File: config.mk
export PLATFORM = sky130hd
export DESIGN_NAME = radix_converter_core
export DESIGN_NICKNAME = d
export VERILOG_FILES = /design/src/sv/rconv_pkg.sv /design/src/sv/rconv_ram.sv /design/src/sv/rconv_mac.sv /design/src/sv/rconv_div.sv /design/src/sv/radix_converter_core.sv
export SDC_FILE = /design/constraint.sdc
export NUM_CORES = 1
export LEC_CHECK = 0
export BUFFER_PORTS_ARGS = -buffer_cell sky130_fd_sc_hd__buf_2
export CAP_MARGIN = 20
export CORE_AREA = 3 3 174 176
export CTS_CLUSTER_DIAMETER = 120
export CTS_CLUSTER_SIZE = 30
export DETAILED_ROUTE_END_ITERATION = 8
export DIE_AREA = 0 0 177 179
export PLACE_DENSITY = 0.76
export SETUP_SLACK_MARGIN = 0.3
export SLEW_MARGIN = 20
export SYNTH_ARGS = -nofsm -noshare
export SYNTH_HDL_FRONTEND = slang
export SYNTH_HIERARCHICAL = 1
export SYNTH_SLANG_ARGS = --single-unit
File: constraint.sdc
create_clock -name clk -period 8.33 [get_ports clk]
set_input_delay 1.2495 -clock clk [delete_from_list [all_inputs] [get_ports clk]]
set_output_delay 1.2495 -clock clk [all_outputs]
set_load 0.01 [all_outputs]
File: src/sv/rconv_pkg.sv
// ----------------------------------------------------------------------------
// rconv_pkg
// Shared types and constants of the radix converter: transfer payloads,
// register indexes, buffer depth and default parameter values.
// ----------------------------------------------------------------------------
package rconv_pkg;

  // default parameter values
  localparam int VALUE_BITS_DEF = 32;
  localparam int MAX_BASE_DEF   = 36;

  // fixed field widths
  localparam int DIGIT_W    = 6;
  localparam int BASE_REG_W = 6;
  localparam int CFG_IDX_W  = 1;

  // digit buffer: depth, address and count widths
  localparam int OUT_DEPTH = 32;
  localparam int BUF_AW    = $clog2(OUT_DEPTH);
  localparam int COUNT_W   = $clog2(OUT_DEPTH + 1);

  // register indexes
  localparam logic [CFG_IDX_W-1:0] REG_SOURCE_BASE = 1'b0;
  localparam logic [CFG_IDX_W-1:0] REG_TARGET_BASE = 1'b1;

  // register reset values
  localparam logic [BASE_REG_W-1:0] SOURCE_BASE_RST = 6'd10;
  localparam logic [BASE_REG_W-1:0] TARGET_BASE_RST = 6'd2;

  // input transfer payload
  typedef struct packed {
    logic [DIGIT_W-1:0] digit_value;
    logic               is_final_digit;
  } digit_item_t;

  // output transfer payload
  typedef struct packed {
    logic [DIGIT_W-1:0] result_digit;
    logic               result_last;
  } result_item_t;

  // status of a multi-cycle unit
  typedef struct packed {
    logic busy;
    logic done;
  } unit_stat_t;

endpackage

File: src/sv/rconv_ram.sv
// ----------------------------------------------------------------------------
// rconv_ram
// Generic single-write, single-read RAM with registered read data.
// ----------------------------------------------------------------------------
module rconv_ram #(
  parameter int WIDTH = rconv_pkg::DIGIT_W,
  parameter int DEPTH = rconv_pkg::OUT_DEPTH
) (
  input  logic                     clk,
  input  logic                     wr_en,
  input  logic [$clog2(DEPTH)-1:0] wr_addr,
  input  logic [WIDTH-1:0]         wr_data,
  input  logic [$clog2(DEPTH)-1:0] rd_addr,
  output logic [WIDTH-1:0]         rd_data
);

  logic [WIDTH-1:0] mem [DEPTH];

  // write port
  always_ff @(posedge clk) begin
    if (wr_en) begin
      mem[wr_addr] <= wr_data;
    end
  end

  // registered read port
  always_ff @(posedge clk) begin
    rd_data <= mem[rd_addr];
  end

endmodule

File: src/sv/rconv_mac.sv
// ----------------------------------------------------------------------------
// rconv_mac
// Accumulator update acc = acc * base + digit, done as a shift-add over the
// base bits, lsb first, one base bit per cycle. Wraps modulo 2^VALUE_BITS.
// ----------------------------------------------------------------------------
module rconv_mac #(
  parameter int VALUE_BITS = rconv_pkg::VALUE_BITS_DEF,
  parameter int BASE_W     = 6
) (
  input  logic                        clk,
  input  logic                        rst,
  input  logic                        start,
  input  logic                        clear,
  input  logic [BASE_W-1:0]           base,
  input  logic [rconv_pkg::DIGIT_W-1:0] digit,
  output logic [VALUE_BITS-1:0]       acc,
  output rconv_pkg::unit_stat_t       stat
);

  logic                  busy;
  logic [VALUE_BITS-1:0] sum;
  logic [VALUE_BITS-1:0] mcand;
  logic [BASE_W-1:0]     mplier;
  logic                  finish;

  // all base bits consumed
  assign finish = busy && (mplier == '0);

  assign stat.busy = busy;
  assign stat.done = finish;

  // control
  always_ff @(posedge clk) begin
    if (rst) begin
      busy <= 1'b0;
      acc  <= '0;
    end else begin
      if (start) begin
        busy <= 1'b1;
      end else if (finish) begin
        busy <= 1'b0;
      end
      if (clear) begin
        acc <= '0;
      end else if (finish) begin
        acc <= sum;
      end
    end
  end

  // shift-add datapath
  always_ff @(posedge clk) begin
    if (start) begin
      sum    <= VALUE_BITS'(digit);
      mcand  <= acc;
      mplier <= base;
    end else if (busy && !finish) begin
      if (mplier[0]) begin
        sum <= sum + mcand;
      end
      mcand  <= mcand << 1;
      mplier <= mplier >> 1;
    end
  end

endmodule

File: src/sv/rconv_div.sv
// ----------------------------------------------------------------------------
// rconv_div
// Repeated division by the target base, restoring, one quotient bit per
// cycle. Each finished division writes its remainder (a target digit, least
// significant first) to the digit buffer. Stops on a zero quotient or a full
// buffer.
// ----------------------------------------------------------------------------
module rconv_div #(
  parameter int VALUE_BITS = rconv_pkg::VALUE_BITS_DEF,
  parameter int BASE_W     = 6
) (
  input  logic                          clk,
  input  logic                          rst,
  input  logic                          start,
  input  logic [VALUE_BITS-1:0]         value,
  input  logic [BASE_W-1:0]             base,
  output logic                          wr_en,
  output logic [rconv_pkg::BUF_AW-1:0]  wr_addr,
  output logic [rconv_pkg::DIGIT_W-1:0] wr_data,
  output logic [rconv_pkg::BUF_AW-1:0]  last_addr,
  output rconv_pkg::unit_stat_t         stat
);

  localparam int CNT_W = $clog2(VALUE_BITS);

  logic                           busy;
  logic [VALUE_BITS-1:0]          quot;
  logic [BASE_W-1:0]              rem;
  logic [BASE_W-1:0]              divisor;
  logic [CNT_W-1:0]               bit_cnt;
  logic [rconv_pkg::COUNT_W-1:0]  n_digits;

  logic [BASE_W:0]                trial;
  logic                           fits;
  logic [BASE_W-1:0]              rem_next;
  logic [VALUE_BITS-1:0]          quot_next;
  logic                           last_bit;
  logic                           finish;

  // one restoring step
  assign trial     = {rem, quot[VALUE_BITS-1]};
  assign fits      = trial >= {1'b0, divisor};
  assign rem_next  = fits ? BASE_W'(trial - {1'b0, divisor}) : trial[BASE_W-1:0];
  assign quot_next = {quot[VALUE_BITS-2:0], fits};
  assign last_bit  = bit_cnt == CNT_W'(VALUE_BITS - 1);

  // digit write at the end of each division
  assign wr_en   = busy && last_bit;
  assign wr_addr = n_digits[rconv_pkg::BUF_AW-1:0];
  assign wr_data = rconv_pkg::DIGIT_W'(rem_next);
  assign finish  = wr_en && ((quot_next == '0) ||
                   (n_digits == rconv_pkg::COUNT_W'(rconv_pkg::OUT_DEPTH - 1)));

  assign last_addr = n_digits[rconv_pkg::BUF_AW-1:0];
  assign stat.busy = busy;
  assign stat.done = finish;

  // control
  always_ff @(posedge clk) begin
    if (rst) begin
      busy <= 1'b0;
    end else if (start) begin
      busy <= 1'b1;
    end else if (finish) begin
      busy <= 1'b0;
    end
  end

  // datapath
  always_ff @(posedge clk) begin
    if (start) begin
      quot     <= value;
      rem      <= '0;
      divisor  <= base;
      bit_cnt  <= '0;
      n_digits <= '0;
    end else if (busy) begin
      quot <= quot_next;
      if (last_bit) begin
        rem      <= '0;
        bit_cnt  <= '0;
        n_digits <= n_digits + 1'b1;
      end else begin
        rem     <= rem_next;
        bit_cnt <= bit_cnt + 1'b1;
      end
    end
  end

endmodule

File: src/sv/radix_converter_core.sv
// ----------------------------------------------------------------------------
// radix_converter_core
// Converts an unsigned number given as source-base digits (msb first) into
// target-base digits (msb first), last digit flagged.
//
//   channel | dir | handshake                  | payload
//   digit   | in  | digit_valid / digit_ready  | digit  (digit_item_t)
//   result  | out | result_valid / result_ready| result (result_item_t)
//   cfg     | in  | cfg_wr_en                  | cfg_index, cfg_wdata
//
// Each digit is accumulated by the shift-add accumulator. A final digit then
// adds a setup state (S_CONV) and the bit-serial divider for each target
// digit, and then for each emitted digit a read of the buffer read port
// (S_RD) before its result transfer (S_OUT).
// One number is handled at a time; digit_ready is low while a digit
// accumulates, and after a final digit until the last result transfer.
// A stalled result_ready holds the sequencer.
// Reset clears control state and the accumulator; the digit buffer needs no
// clearing since every entry is written before it is read.
// ----------------------------------------------------------------------------
module radix_converter_core #(
  parameter int VALUE_BITS = rconv_pkg::VALUE_BITS_DEF,
  parameter int MAX_BASE   = rconv_pkg::MAX_BASE_DEF
) (
  input  logic                               clk,
  input  logic                               rst,
  input  logic                               digit_valid,
  output logic                               digit_ready,
  input  rconv_pkg::digit_item_t             digit,
  output logic                               result_valid,
  input  logic                               result_ready,
  output rconv_pkg::result_item_t            result,
  input  logic                               cfg_wr_en,
  input  logic [rconv_pkg::CFG_IDX_W-1:0]    cfg_index,
  input  logic [rconv_pkg::BASE_REG_W-1:0]   cfg_wdata
);

  localparam int BASE_W = $clog2(MAX_BASE + 1);

  typedef enum logic [5:0] {
    S_IDLE = 6'b000001,
    S_MAC  = 6'b000010,
    S_CONV = 6'b000100,
    S_DIV  = 6'b001000,
    S_RD   = 6'b010000,
    S_OUT  = 6'b100000
  } state_t;

  state_t                             state;
  state_t                             state_next;
  logic [rconv_pkg::BASE_REG_W-1:0]   source_base;
  logic [rconv_pkg::BASE_REG_W-1:0]   target_base;
  logic                               final_seen;
  logic [rconv_pkg::BUF_AW-1:0]       idx;

  logic                               digit_xfer;
  logic                               result_xfer;
  logic [VALUE_BITS-1:0]              mac_acc;
  rconv_pkg::unit_stat_t              mac_stat;
  rconv_pkg::unit_stat_t              div_stat;
  logic                               buf_wr_en;
  logic [rconv_pkg::BUF_AW-1:0]       buf_wr_addr;
  logic [rconv_pkg::DIGIT_W-1:0]      buf_wr_data;
  logic [rconv_pkg::DIGIT_W-1:0]      buf_rd_data;
  logic [rconv_pkg::BUF_AW-1:0]       div_last_addr;

  // out-of-range bases act as the nearest legal base
  function automatic logic [BASE_W-1:0] clamp_base(input logic [rconv_pkg::BASE_REG_W-1:0] b);
    logic [BASE_W-1:0] r;
    if (b < 2) begin
      r = BASE_W'(2);
    end else if (b > MAX_BASE) begin
      r = BASE_W'(MAX_BASE);
    end else begin
      r = BASE_W'(b);
    end
    return r;
  endfunction

  assign digit_ready  = state == S_IDLE;
  assign digit_xfer   = digit_valid && digit_ready;
  assign result_valid = state == S_OUT;
  assign result_xfer  = result_valid && result_ready;

  assign result.result_digit = buf_rd_data;
  assign result.result_last  = idx == '0;

  // configuration registers
  always_ff @(posedge clk) begin
    if (rst) begin
      source_base <= rconv_pkg::SOURCE_BASE_RST;
      target_base <= rconv_pkg::TARGET_BASE_RST;
    end else if (cfg_wr_en) begin
      case (cfg_index)
        rconv_pkg::REG_SOURCE_BASE: source_base <= cfg_wdata;
        rconv_pkg::REG_TARGET_BASE: target_base <= cfg_wdata;
        default: ;
      endcase
    end
  end

  // sequencer next state
  always_comb begin
    state_next = state;
    case (state)
      S_IDLE: if (digit_xfer) state_next = S_MAC;
      S_MAC: begin
        if (mac_stat.done) begin
          state_next = final_seen ? S_CONV : S_IDLE;
        end
      end
      S_CONV: state_next = S_DIV;
      S_DIV:  if (div_stat.done) state_next = S_RD;
      S_RD:   state_next = S_OUT;
      S_OUT: begin
        if (result_xfer) begin
          state_next = (idx == '0) ? S_IDLE : S_RD;
        end
      end
      default: state_next = S_IDLE;
    endcase
  end

  // sequencer registers
  always_ff @(posedge clk) begin
    if (rst) begin
      state <= S_IDLE;
    end else begin
      state <= state_next;
    end
  end

  // final flag and buffer read index
  always_ff @(posedge clk) begin
    if (digit_xfer) begin
      final_seen <= digit.is_final_digit;
    end
    if (div_stat.done) begin
      idx <= div_last_addr;
    end else if (result_xfer) begin
      idx <= idx - 1'b1;
    end
  end

  // accumulator
  rconv_mac #(
    .VALUE_BITS (VALUE_BITS),
    .BASE_W     (BASE_W)
  ) u_mac (
    .clk   (clk),
    .rst   (rst),
    .start (digit_xfer),
    .clear (state == S_CONV),
    .base  (clamp_base(source_base)),
    .digit (digit.digit_value),
    .acc   (mac_acc),
    .stat  (mac_stat)
  );

  // repeated divider
  rconv_div #(
    .VALUE_BITS (VALUE_BITS),
    .BASE_W     (BASE_W)
  ) u_div (
    .clk       (clk),
    .rst       (rst),
    .start     (state == S_CONV),
    .value     (mac_acc),
    .base      (clamp_base(target_base)),
    .wr_en     (buf_wr_en),
    .wr_addr   (buf_wr_addr),
    .wr_data   (buf_wr_data),
    .last_addr (div_last_addr),
    .stat      (div_stat)
  );

  // digit buffer
  rconv_ram #(
    .WIDTH (rconv_pkg::DIGIT_W),
    .DEPTH (rconv_pkg::OUT_DEPTH)
  ) u_buf (
    .clk     (clk),
    .wr_en   (buf_wr_en),
    .wr_addr (buf_wr_addr),
    .wr_data (buf_wr_data),
    .rd_addr (idx),
    .rd_data (buf_rd_data)
  );

  // accumulator is cleared once the divider has taken the value
  a_acc_cleared: assert property (@(posedge clk) disable iff (rst)
    div_stat.done |-> mac_acc == '0)
    else $error("accumulator not cleared during conversion");

  // accumulator and divider never run together
  a_units_exclusive: assert property (@(posedge clk) disable iff (rst)
    !(mac_stat.busy && div_stat.busy))
    else $error("accumulator and divider both busy");

  // the last result transfer frees the input side
  a_last_frees: assert property (@(posedge clk) disable iff (rst)
    (result_xfer && result.result_last) |=> digit_ready)
    else $error("input not ready after last result");

  // no result pending while a digit can be taken
  a_no_overlap: assert property (@(posedge clk) disable iff (rst)
    !(digit_ready && result_valid))
    else $error("digit ready while result pending");

endmodule
==> results of run 1 <==
## layout make-up
type                       count  area [µm²]
clock buffer                  27         463
clock inverter                 1        11.3
fill                        2126       10600
inverter                      33         124
multi-input combinational    809        6410
sequential                   381       10400
tap                          384         480
timing repair buffer          38         218
## where the power goes
part | internal, mW | switching, mW
sequential | 2.43 | 0.116
combinational | 0.372 | 0.702
clock | 0.391 | 0.543
total | 3.20 | 1.36
## how the worst max path moves through the flow
stage                     depth (start not counted)       startpoint  slack (ns)        endpoint
after floorplan                                   4  u_mac/mplier[0]        4.63  u_mac/mcand[0]
after global placement                            6      digit_valid        4.99  u_mac/mcand[0]
after detailed placement                          6      digit_valid        4.93  u_mac/mcand[1]
after CTS                                         6           idx[0]        4.55       result[0]
after global routing                              6           idx[0]        4.42       result[0]
final                                             6           idx[0]        4.65       result[0]
## per-stage QoR
step / hold slack (ns) / cells / total power [mW] / worst slack (ns)
floorplan: 0.437 / 1295 / 3.33 / 4.63
global placement: 0.453 / 1644 / 3.62 / 4.99
detailed placement: 0.458 / 1645 / 3.67 / 4.93
CTS: 0.472 / 1673 / 4.59 / 4.55
global route: 0.500 / 1673 / 4.79 / 4.42
finish: 0.472 / 1673 / 4.56 / 4.65
## registers in the layout, indices dropped and copies added, names as in the netlist
signal	cells
idx	5
final_seen	1
u_div/bit_cnt	5
u_div/n_digits	6
u_div/rem	6
state	6
target_base	6
u_mac/sum	32
u_mac/busy	1
source_base	6
u_buf/mem	192
u_mac/mcand	32
u_buf/rd_data	6
u_div/divisor	6
u_mac/mplier	6
u_div/quot	32
u_div/busy	1
u_mac/acc	32
## worst max-delay path, delay by kind of cell, from the launching register on
family,cells,cell delay (ns)
buffers and inverters,4,1.17
AND/OR/NAND/NOR,1,0.15
flip-flops,1,0.33
adder cells (fa/ha/maj),1,0.27
## per-layer routing
metal  wire length [µm]  up-vias
li1                   -     4845
met1              16100     5181
met2              16500      297
met3               1620       45
met4                693        0
met5                  0        -
==> metrics.yaml, run 1 <==
outcome:
  outcome: "complete, no violations"
die:
  dieHeight_um: 179
  die-area_um2: 31700
  die_w_um: 177
  core_um2: 28800
  start_util: 0.601
  io_pins: 28
  row_count: 62
clock_tree:
  cts_hold_buf: 0
  numCtsBuffers: 16
  postCtsSetupBuffers: 0
  cts.htree.levels: 1
  cts_resized: 0
  cts-root-buf: "clkbuf_16"
  clock_latency_ns: 0.51
  clk_path_buf_depth: 3
  cts_sinks: 381
  cts_tree: "yes"
  path_clk_slew_ns: 0.11
grt:
  grt_first_pass_wirelength_um: 55700
  antenna_found_initial: 0
  met3_usage: 0.0182
  grt_pass1_vias: 9992
  grt_overflow: 0
  track_usage: 0.223
  grt_max_degree: 67
  use_met1: 0.336
  grt-busiest-layer: "met2"
  gr-usage-met2: 0.359
timing:
  fin_crit_ns: 3.68
  finalMaxSlewViolations: 0
  worst_pin_slew_ns: 1.01
  fin_skew_ns: 0.0158
  rsz0062_at_grt: "no"
  setup_viol: 0
  hold_violations: 0
  post-route-period-util: 0.442
  max_freq_mhz: 272
  setup-tns-final_ns: 0
  relSlewSlack: 0.328
setup_path:
  rr_worst_depth: 7
  cpPeakStageDelay_ns: 0.74
  cp.required_ns: 7.08
  path_class: "register to primary output"
  cp_slowest_cell: "buf_4"
  timing.critical_path.to_type: "primary output"
  worst-path-max-fanout: 51
  path_common_cell: "buf_4"
  cp-start-kind: "register"
  worst-endpoint-arrival_ns: 2.43
  rr_endpoint: "u_mac/mcand[9]"
  cp_cell_sequence: "buf_4, inv_1, ha_1, nor4b_1, buf_4, buf_2"
  rr_startpoint: "state[1]"
  r2r_setup_slack_ns: 4.97
synth:
  netlist_instances: 1295
  ys_warn_count: 6
  syn_avg_cell_area_um2: 13.4
  syn_nets: 1357
  synth_area_um2: 17300
detailed_routing:
  vias: 10400
  via_per_inst: 6.20
  drtIter0Drc: 1018
  remaining_drc_errors: 0
  ant_nets: 0
  dr.pass1.iters: 5
  wl_per_cell_um: 20.9
  wirelength_um: 35000
layout:
  final_cell_mix: "280 x edfxtp_1, 146 x nand2_1, 101 x dfxtp_1"
  mostFrequentLayoutCell: "edfxtp_1"
  stdcell_area_um2: 18100
  nNetsFinal: 1341
  diodes: 0
  utilization: 0.630
  final_layout_size_suffix_gt1_frac: 0.173
  areaGrowthSynthToFinish_pct: 4.86
power:
  irDropWorstVdd_mv: 0.156
  p_per_area_nw_per_um2: 251
  p_leak_nw: 6.09
worst_hold_path:
  min_path_cells: 2
  hold_path.class: "register to register"
  min_to: "u_mac/acc[12]"
  min_from: "u_mac/sum[12]"
placement:
  gp_congestion: 0.892
  io_buffers: 27
  post_dp_cell_area_um2: 17700
  hpwl_um: 24000
run:
  maxCapViolCount: 0
(Power assumes the default switching activity.)
==> run 2, diff against run 1 <==
--- a/config.mk
+++ b/config.mk
@@ -5,14 +5,15 @@
 export SDC_FILE = /design/constraint.sdc
 export NUM_CORES = 1
 export LEC_CHECK = 0
+export ABC_AREA = 1
 export BUFFER_PORTS_ARGS = -buffer_cell sky130_fd_sc_hd__buf_2
 export CAP_MARGIN = 20
-export CORE_AREA = 3 3 174 176
+export CORE_AREA = 3 3 186 188
 export CTS_CLUSTER_DIAMETER = 120
 export CTS_CLUSTER_SIZE = 30
 export DETAILED_ROUTE_END_ITERATION = 8
-export DIE_AREA = 0 0 177 179
-export PLACE_DENSITY = 0.76
+export DIE_AREA = 0 0 189 191
+export PLACE_DENSITY = 0.75
 export SETUP_SLACK_MARGIN = 0.3
 export SLEW_MARGIN = 20
 export SYNTH_ARGS = -nofsm -noshare
==> constraint.sdc (replaced) <==
create_clock -name clk -period 3.3 [get_ports clk]
set_input_delay 0.495 -clock clk [delete_from_list [all_inputs] [get_ports clk]]
set_output_delay 0.495 -clock clk [all_outputs]
set_load 0.01 [all_outputs]
==> run 2 against run 1 <==
  * Synthesized area increased by 8.2%
  * Global-route usage increased by 0.33 points
  * Register-to-register slack got worse by 4.4 ns
  * Power increased by 130%
  * Flip-flop and latch count unchanged
  * Final area increased by 7.5%
  * Largest cell class unchanged
==> metrics.yaml, run 2 <==
setup_path:
  worst-path-max-fanout: 11  # was 51
  cp_cell_sequence: "ha_1, inv_1, nor2_1, ha_1, nand2_1, inv_2, nand3_1, nor2_1"  # was buf_4, inv_1, ha_1, nor4b_1, buf_4, buf_2
  crit_family: "simple AND/OR/NAND/NOR gates"  # was buffers and inverters
  worst-endpoint-arrival_ns: 2.87  # was 2.43 ns
  timing.critical_path.to_type: "register"  # was primary output
  cpPeakStageDelay_ns: 0.62  # was 0.74 ns
  cp.required_ns: 3.46  # was 7.08 ns
  path_class: "register to register"  # was register to primary output
  critPathBufInv: 2  # was 4
  cp_slowest_cell: "nor2_1"  # was buf_4
  cp-start-kind: "register"  # unchanged
clock_tree:
  cts_sinks: 381  # unchanged
  path_clk_slew_ns: 0.11  # about the same
  cts-root-buf: "clkbuf_16"  # unchanged
  numCtsBuffers: 16  # unchanged
  clk_path_buf_depth: 3  # unchanged
  clock_latency_ns: 0.52  # was 0.51 ns
  cts_resized: 0  # unchanged
  cts_hold_buf: 0  # unchanged
  cts_tree: "yes"  # unchanged
  postCtsSetupBuffers: 0  # unchanged
  cts.htree.levels: 1  # unchanged
detailed_routing:
  remaining_drc_errors: 0  # unchanged
  vias: 14000  # was 10,400
  wirelength_um: 41100  # was 35,000 µm
  wl_per_cell_um: 15.6  # was 20.9 µm
  ant_nets: 0  # unchanged
  dr.pass1.iters: 6  # was 5
  via_per_inst: 5.34  # was 6.20
  drtIter0Drc: 1114  # was 1,018
layout:
  nNetsFinal: 2230  # was 1,341
  largest_reg_flops: 192  # unchanged
  instances_no_fill: 2626  # was 1,673
  diodes: 0  # unchanged
  utilization: 0.586  # was 0.630
  stdcell_area_um2: 19500  # was 18,100 µm²
  fill_cells: 2948  # was 2,126
  mostFrequentLayoutCell: "nand2_1"  # was edfxtp_1
  final_cell_mix: "853 x nand2_1, 280 x edfxtp_1, 218 x nand3_1"  # was 280 x edfxtp_1, 146 x nand2_1, 101 x dfxtp_1
  max_flop_register: "u_buf/mem"  # unchanged
  final_layout_size_suffix_gt1_frac: 0.0556  # was 0.173
  areaGrowthSynthToFinish_pct: 4.23  # was 4.86%
power:
  irDropWorstVdd_mv: 0.418  # was 0.156 mV
  totalPowerFinal_mw: 10.7  # was 4.56 mW
  p_leak_nw: 8.51  # was 6.09 nW
  p_per_area_nw_per_um2: 547  # was 251 nW/µm²
grt:
  antenna_found_initial: 0  # unchanged
  grt_first_pass_wirelength_um: 66500  # was 55,700 µm
  grt_max_degree: 98  # was 67
  track_usage: 0.226  # was 0.223
  grt_overflow: 0  # unchanged
  grt_pass1_vias: 13300  # was 9,992
die:
  io_pins: 28  # unchanged
  core_um2: 33300  # was 28,800 µm²
  dieHeight_um: 191  # was 179 µm
  start_util: 0.562  # was 0.601
  die-area_um2: 36100  # was 31,700 µm²
  row_count: 67  # was 62
  die_w_um: 189  # was 177 µm
timing:
  max_freq_mhz: 369
  relSlewSlack: 0.351  # was 0.328
  post-route-period-util: 0.820
  hold_slack_ns: 0.152  # was 0.472 ns
  setup_viol: 0  # unchanged
  rsz0062_at_grt: "no"  # unchanged
  setup_ws_ns: 0.593  # was 4.65 ns
  setup-tns-final_ns: 0  # unchanged
  worst_pin_slew_ns: 0.973  # was 1.01 ns
  fin_crit_ns: 2.71
  fin_skew_ns: 0.0158  # about the same
  finalMaxSlewViolations: 0  # unchanged
  hold_violations: 0  # unchanged
synth:
  synth_area_um2: 18700  # was 17,300 µm²
  syn_avg_cell_area_um2: 8.54  # was 13.4 µm²
  netlist_instances: 2190  # was 1,295
  ys_warn_count: 6  # unchanged
  syn_nets: 2252  # was 1,357
worst_hold_path:
  hold_path.class: "input pin to register"  # was register to register
placement:
  placed_cells: 2598  # was 1,645
  post_dp_cell_area_um2: 19000  # was 17,700 µm²
  hpwl_um: 28700  # was 24,000 µm
  gp_congestion: 0.948  # was 0.892
  preCtsSetupSlack_ns: 0.647  # was 4.93 ns
  io_buffers: 27  # unchanged
run:
  maxCapViolCount: 0  # unchanged
outcome:
  outcome: "complete, no violations"  # unchanged
==> run 2: final cells by class <==
cell class | count | area, µm² | share of cell area
Sequential cell | 381 | 10400 | 0.535
Multi-Input combinational cell | 1494 | 6890 | 0.353
Inverter | 226 | 852 | 0.0437
Tap cell | 448 | 561 | 0.0287
Clock buffer | 27 | 463 | 0.0237
Timing Repair Buffer | 49 | 300 | 0.0154
Clock inverter | 1 | 11.3 | 0.000577
==> run 2: report_power, final <==
part	internal, mW	switching (mW)	total (mW)	leakage [nW]
combinational	0.764	1.67	2.44	4.89
sequential	5.66	0.201	5.86	3.39
clock	0.988	1.39	2.38	0.227
==> run 2: path summary, 6_finish.rpt <==
check | start | end | slack [ns] | cells past startpoint
min reg2reg | u_div/rem[3] | u_div/rem[3] | 0.49 | 2
max | u_div/bit_cnt[0] | u_buf/mem[10][1] | 0.59 | 8
max reg2reg | u_div/bit_cnt[0] | u_buf/mem[10][1] | 0.59 | 8
min | digit[0] | final_seen | 0.15 | 1
==> run 2: layer usage <==
| layer | vias up | part of all wire | track usage | routed length, µm |
|---|---|---|---|---|
| li1 | 7006 | - | - | - |
| met1 | 6589 | 0.46 | 0.321 | 18900 |
| met2 | 381 | 0.47 | 0.380 | 19300 |
| met3 | 58 | 0.051 | 0.0191 | 2070 |
| met4 | 0 | 0.018 | 0.0547 | 744 |
| met5 | - | 0 | 0 | 0 |
